--- config.mk ---
export PLATFORM = sky130hd
export DESIGN_NAME = sync_length_deframer
export DESIGN_NICKNAME = d
export VERILOG_FILES = /design/src/rtl/core/sld_pkg.sv /design/src/rtl/core/sync_length_deframer.sv
export SDC_FILE = /design/constraint.sdc
export NUM_CORES = 1
export LEC_CHECK = 0
export ABC_AREA = 1
export BUFFER_PORTS_ARGS = -buffer_cell sky130_fd_sc_hd__buf_4
export CAP_MARGIN = 20
export CORE_MARGIN = 3
export CORE_UTILIZATION = 28
export DETAILED_ROUTE_END_ITERATION = 10
export REMOVE_ABC_BUFFERS = 1
export SLEW_MARGIN = 10
export SYNTH_ARGS = -nofsm -noshare
export SYNTH_HDL_FRONTEND = slang
export SYNTH_SLANG_ARGS = --single-unit
export TNS_END_PERCENT = 30
--- constraint.sdc ---
create_clock -name clock -period 3 [get_ports clock]
set_input_delay 0.15 -clock clock [delete_from_list [all_inputs] [get_ports clock]]
set_output_delay 0.15 -clock clock [all_outputs]
set_load 0.03 [all_outputs]
--- src/rtl/core/sld_pkg.sv ---
// ----------------------------------------------------------------------------
// sld_pkg
// Types and constants shared by the sync word and length frame receiver.
// ----------------------------------------------------------------------------
package sld_pkg;

   localparam int unsigned BYTE_W  = 8;
   localparam int unsigned SYNC_W  = 32;
   localparam int unsigned LEN_W   = 16;
   localparam int unsigned RSP_W   = 40;

   localparam logic [SYNC_W-1:0] SYNC_RESET = 32'hBEBA_BEEF;

   typedef enum logic [2:0] {
      PH_SYNC0   = 3'd0,
      PH_SYNC1   = 3'd1,
      PH_SYNC2   = 3'd2,
      PH_SYNC3   = 3'd3,
      PH_LEN_HI  = 3'd4,
      PH_LEN_LO  = 3'd5,
      PH_PAYLOAD = 3'd6,
      PH_SPARE   = 3'd7
   } phase_type;

   typedef struct packed {
      logic              payload_valid;
      logic [BYTE_W-1:0] payload_byte;
      logic [LEN_W-1:0]  payload_index;
      logic              frame_done;
      logic [LEN_W-1:0]  frame_length;
   } result_type;

endpackage

--- src/rtl/core/sync_length_deframer.sv ---
// ----------------------------------------------------------------------------
// sync_length_deframer
// Hunts for a four-byte sync word, reads a big-endian 16-bit length and
// streams the payload bytes out with their index, one result per byte.
// ----------------------------------------------------------------------------
// Path: an accepted byte is held in the input register, then its result in the result register.
// Throughput: one byte per cycle while the result side is ready; the frame state updates in the single pass
// between the two registers, so back-to-back bytes need no stall.
// Reset: synchronous, active high; clears the phase, counters and pipeline
// valids, and loads the sync word register with 0xBEBABEEF.
module sync_length_deframer
   import sld_pkg::*;
(
   input  logic              clock,
   input  logic              reset,
   // Received byte stream.
   input  logic              req_tvalid,
   output logic              req_tready,
   input  logic [BYTE_W-1:0] req_tdata,   // [7:0] rx_byte
   // Results, one per received byte.
   output logic              rsp_tvalid,
   input  logic              rsp_tready,
   output logic [RSP_W-1:0]  rsp_tdata,   // [7:0] payload_byte, [23:8] payload_index,
                                          // [39:24] frame_length
   output logic              rsp_tuser,   // [0] payload_valid
   output logic              rsp_tlast,   // frame_done
   // Sync word register write.
   input  logic              csr_valid,
   output logic              csr_ready,
   input  logic [SYNC_W-1:0] csr_data
);

   logic              in_valid_ff;
   logic [BYTE_W-1:0] in_byte_ff;
   logic              out_valid_ff;
   result_type        out_ff;
   result_type        res_in;

   phase_type         phase_ff, phase_in;
   logic [LEN_W-1:0]  count_ff, count_in;
   logic [LEN_W-1:0]  length_ff, length_in;
   logic [SYNC_W-1:0] sync_ff;

   logic              advance;
   logic [BYTE_W-1:0] expect_byte;
   logic              sync_hit;
   logic [LEN_W-1:0]  len_full;
   logic [LEN_W-1:0]  count_inc;

   assign advance    = in_valid_ff && (!out_valid_ff || rsp_tready);
   assign req_tready = !in_valid_ff || advance;
   assign csr_ready  = 1'b1;

   always_ff @(posedge clock) begin
      if (reset) begin
         in_valid_ff <= 1'b0;
      end else if (req_tready) begin
         in_valid_ff <= req_tvalid;
      end
   end

   always_ff @(posedge clock) begin
      if (req_tready && req_tvalid) begin
         in_byte_ff <= req_tdata;
      end
   end

   always_ff @(posedge clock) begin
      if (reset) begin
         sync_ff <= SYNC_RESET;
      end else if (csr_valid) begin
         sync_ff <= csr_data;
      end
   end

   // Sync byte expected in the current hunting phase; the spare code hunts
   // for the first byte.
   always_comb begin
      case (phase_ff)
         PH_SYNC1: expect_byte = sync_ff[23:16];
         PH_SYNC2: expect_byte = sync_ff[15:8];
         PH_SYNC3: expect_byte = sync_ff[7:0];
         default:  expect_byte = sync_ff[31:24];
      endcase
   end

   assign sync_hit  = (expect_byte == in_byte_ff);
   assign len_full  = {length_ff[LEN_W-1:BYTE_W], in_byte_ff};
   assign count_inc = count_ff + 1'b1;

   // Next state.
   always_comb begin
      phase_in  = phase_ff;
      count_in  = count_ff;
      length_in = length_ff;
      case (phase_ff)
         PH_SYNC0: phase_in = sync_hit ? PH_SYNC1 : PH_SYNC0;
         PH_SYNC1: phase_in = sync_hit ? PH_SYNC2 : PH_SYNC0;
         PH_SYNC2: phase_in = sync_hit ? PH_SYNC3 : PH_SYNC0;
         PH_SYNC3: phase_in = sync_hit ? PH_LEN_HI : PH_SYNC0;
         PH_LEN_HI: begin
            length_in = {in_byte_ff, {BYTE_W{1'b0}}};
            phase_in  = PH_LEN_LO;
         end
         PH_LEN_LO: begin
            length_in = len_full;
            count_in  = '0;
            phase_in  = (len_full == '0) ? PH_SYNC0 : PH_PAYLOAD;
         end
         PH_PAYLOAD: begin
            count_in = count_inc;
            phase_in = (count_inc == length_ff) ? PH_SYNC0 : PH_PAYLOAD;
         end
         default: phase_in = sync_hit ? PH_SYNC1 : PH_SYNC0;
      endcase
   end

   // Result for the byte in the input register.
   always_comb begin
      res_in = '0;
      case (phase_ff)
         PH_LEN_LO: begin
            res_in.frame_length = len_full;
            res_in.frame_done   = (len_full == '0);
         end
         PH_PAYLOAD: begin
            res_in.payload_valid = 1'b1;
            res_in.payload_byte  = in_byte_ff;
            res_in.payload_index = count_ff;
            res_in.frame_length  = length_ff;
            res_in.frame_done    = (count_inc == length_ff);
         end
         default: res_in = '0;
      endcase
   end

   always_ff @(posedge clock) begin
      if (reset) begin
         phase_ff  <= PH_SYNC0;
         count_ff  <= '0;
         length_ff <= '0;
      end else if (advance) begin
         phase_ff  <= phase_in;
         count_ff  <= count_in;
         length_ff <= length_in;
      end
   end

   always_ff @(posedge clock) begin
      if (reset) begin
         out_valid_ff <= 1'b0;
      end else if (advance) begin
         out_valid_ff <= 1'b1;
      end else if (rsp_tready) begin
         out_valid_ff <= 1'b0;
      end
   end

   always_ff @(posedge clock) begin
      if (advance) begin
         out_ff <= res_in;
      end
   end

   assign rsp_tvalid = out_valid_ff;
   assign rsp_tdata  = {out_ff.frame_length, out_ff.payload_index, out_ff.payload_byte};
   assign rsp_tuser  = out_ff.payload_valid;
   assign rsp_tlast  = out_ff.frame_done;

`ifndef NO_ASSERTIONS
   // While receiving payload, the count never reaches the announced length.
   a_count_below_length: assert property (@(posedge clock) disable iff (reset)
      phase_ff == PH_PAYLOAD |-> count_ff < length_ff)
      else $error("payload count reached announced length");

   // The last payload byte of a frame carries index length minus one.
   a_last_index: assert property (@(posedge clock) disable iff (reset)
      rsp_tvalid && rsp_tuser && rsp_tlast |->
         out_ff.payload_index == out_ff.frame_length - 1'b1)
      else $error("frame ended at wrong payload index");

   // Non-payload results carry neither a byte nor an index.
   a_idle_fields_zero: assert property (@(posedge clock) disable iff (reset)
      rsp_tvalid && !rsp_tuser |->
         out_ff.payload_byte == '0 && out_ff.payload_index == '0)
      else $error("non-payload result carries payload fields");

   // Frame state moves only when a byte passes to the result register.
   a_state_holds: assert property (@(posedge clock) disable iff (reset)
      !advance |=> $stable(phase_ff) && $stable(count_ff) && $stable(length_ff))
      else $error("frame state changed without a byte");
`endif

endmodule

==> results.json <==
{
  "status": "finished clean",
  "rsz0062_at_grt": "false",
  "grt_pass1_vias": 4718,
  "htree_levels": 4,
  "critPathLaunch": "phase_ff[1]$_SDFFE_PP0P_",
  "report.final.hold_viol_count": 0,
  "path_clk_slew_ns": 0.06,
  "layout.nets": 874,
  "hold_path.startpoint": "csr_data[14]",
  "fin_setup_tns_ns": 0,
  "synth_edf_count": 50,
  "finalClockSkew_ns": 0.00670,
  "grt_usage_pct": 14.3,
  "core_sq_um": 19700,
  "r2r_end": "count_ff[7]$_SDFFE_PP0P_",
  "drive_gt1_share_pct": 18.9,
  "p_leak_nw": 3.06,
  "ant_nets": 0,
  "cp-start-kind": "flip-flop",
  "rr_worst_depth": 9,
  "syn_to_final_growth_pct": 33.0,
  "min_period_ns": 2.57,
  "dieArea_sq_um": 21900,
  "post_cts_buffers": 0,
  "multi_input_area_sq_um": 2340,
  "yosys.cell_types.count": 39,
  "stdcell_area_sq_um": 7510,
  "ys.flop_type": "dfxtp_1",
  "worst_ep_arrival_time_ns": 2.85,
  "ctsResizeCount": 0,
  "ys_ff_latch": 119,
  "regArea_sq_um": 2880,
  "synth_top_area_cell": "edfxtp_1",
  "cts_inserted_buffers": 17,
  "wl_per_cell_microns": 13.8,
  "crit_type": "flip-flop to flip-flop",
  "hp-class": "primary input to flip-flop",
  "synthDominantCellAreaShare_pct": 26.6,
  "cts_tree": "yes",
  "initial_utilization_pct": 28.7,
  "routabilityCongestion": 0.898,
  "hold_ws_ns": 0.0237,
  "slew_headroom_pct": 40.6,
  "vias": 5102,
  "crit_end": "count_ff[7]$_SDFFE_PP0P_",
  "synthTopCellsByCount": "nand2_1 (170), nor2_1 (87), dfxtp_1 (69)",
  "via_per_inst": 4.62,
  "peakVddDrop_mv": 0.362,
  "first_iter_violations": 342,
  "cap_violations": 0,
  "portBuffers": 88,
  "grt_max_degree": 44,
  "dpl_cell_area_sq_um": 6540,
  "dp_hpwl_microns": 10800,
  "min_period_over_period_pct": 85.7,
  "setup_slack_ns": 0.428,
  "pre_cts_ws_ns": 0.430,
  "yosys-top-cells-area": "edfxtp_1 (27%), dfxtp_1 (24%), nand2_1 (11%)",
  "endpoint_kind": "flip-flop",
  "grt_pass1_wl_microns": 24600,
  "synth-seq-area-share_pct": 51.1,
  "die_h_microns": 148,
  "cp_max_fo": 31,
  "clk_latency_ns": 0.42,
  "synthMostInstantiatedCell": "nand2_1",
  "antennaDiodeCount": 0,
  "fillers": 2030,
  "utilization_pct": 38.2,
  "timing.rr.start": "phase_ff[1]$_SDFFE_PP0P_",
  "cts_sinks": 119,
  "netlist_area_sq_um": 5650,
  "cts-root-buf": "clkbuf_16",
  "gr-total-overflow": 0,
  "ys_warn_count": 0,
  "synthCells": 706,
  "max_freq_ghz": 0.389,
  "syn_avg_cell_area_sq_um": 8.00,
  "worst_ep_required_time_ns": 3.27,
  "drv_slew": 0,
  "firstDrtPassIters": 5,
  "cts_max_path_buffers": 2,
  "drc_errors": 0,
  "rrSetupSlack_ns": 0.43,
  "setup_violations": 0,
  "pin_count": 90,
  "pwr_density_cell_nw_per_um2": 543,
  "wl_microns": 15200,
  "antenna_found_initial": 0,
  "die_width_microns": 148,
  "rows": 51,
  "tightest_slew_ns": 0.890,
  "async_flop_share_pct": 0
}
[layout make-up]
type                            count  area share [%]
Clock inverter                      4           0.350
Multi-Input combinational cell    482            31.1
Clock buffer                       27            7.42
Inverter                           80            4.03
Sequential cell                   119            38.4
Tap cell                          265            4.42
Timing Repair Buffer              128            14.3
[layout by cell type, fill, tap and decap left out, types with 20 or more instances in the layout]
master         Yosys  routed
nand2_1          170     170
buf_4              1      88
nor2_1            87      87
dfxtp_1           69      69
inv_1             68      67
nand3_1           65      65
edfxtp_1          50      50
a21oi_1           49      49
dlygate4sd3_1      0      39
o21ai_0           36      36
nand4_1           20      20
clkbuf_16          0      20
[what timing repair did]
action,CTS,global route
hold endpoints to repair,39,0
endpoints found under the setup margin,0,0
hold buffers,39,0
[metal layers]
layer	routed length (microns)	track usage (%)	vias to the layer above
met5	0	0	-
met4	265	5.50	0
met3	885	3.83	24
met2	6940	21.9	188
met1	7130	19.2	2319
li1	-	-	2571
[registers in the layout, indices dropped and copies added (netlist names)]
signal / count
rsp_tdata: 40
sync_ff: 32
count_ff: 16
length_ff: 16
in_byte_ff: 8
phase_ff: 3
in_valid_ff: 1
rsp_tlast: 1
rsp_tuser: 1
rsp_tvalid: 1
[stage by stage]
| stage | total power, mW | cells |
|---|---|---|
| 2_1_floorplan | 1.96 | 681 |
| 3_3_place_gp | 2.11 | 1035 |
| 3_5_place_dp | 2.11 | 1035 |
| 4_1_cts | 4.12 | 1105 |
| 5_1_grt | 4.23 | 1105 |
| 6_report | 4.08 | 1105 |
[how the worst min path moves through the flow]
stage	to	slack [ns]	cells past startpoint
2_1_floorplan	phase_ff[1]$_SDFFE_PP0P_	0.21	1
3_3_place_gp	in_byte_ff[7]$_DFFE_PP_	0.33	1
3_5_place_dp	in_byte_ff[5]$_DFFE_PP_	0.33	1
4_1_cts	rsp_tvalid$_SDFFE_PP0P_	0.007	4
5_1_grt	sync_ff[14]$_SDFFE_PP0P_	0.03	3
6_report	sync_ff[14]$_SDFFE_PP0P_	0.02	3
[report_power, final]
group	leakage (nW)	internal (mW)	switching, mW
registers	1.02	1.75	0.0313
logic	1.75	0.139	0.188
clock network	0.290	1.27	0.698
total	3.06	3.16	0.917
[critical path, stage by stage, from the launching register on]
cell and delay (ns):
dfxtp_1 0.74, inv_2 0.16, nor3_4 0.39, inv_2 0.37
nand2_1 0.17, inv_2 0.09, nor2_2 0.16, inv_2 0.17
nand2_1 0.10, a21oi_1 0.06
[cells by family (layout without fill, tap and decap cells)]
family          after synthesis  count (layout)  synth area share [%]
fa+ha+maj                     1               1                 0.222
flops                       119             119                  51.1
other cells                   1               1                0.0664
xor+xnor                      6               6                  1.42
compound gates               97              97                  9.20
simple gates                377             377                  30.5
buf+inv                     105             239                  7.56
Power figures use the tool's default switching activity.
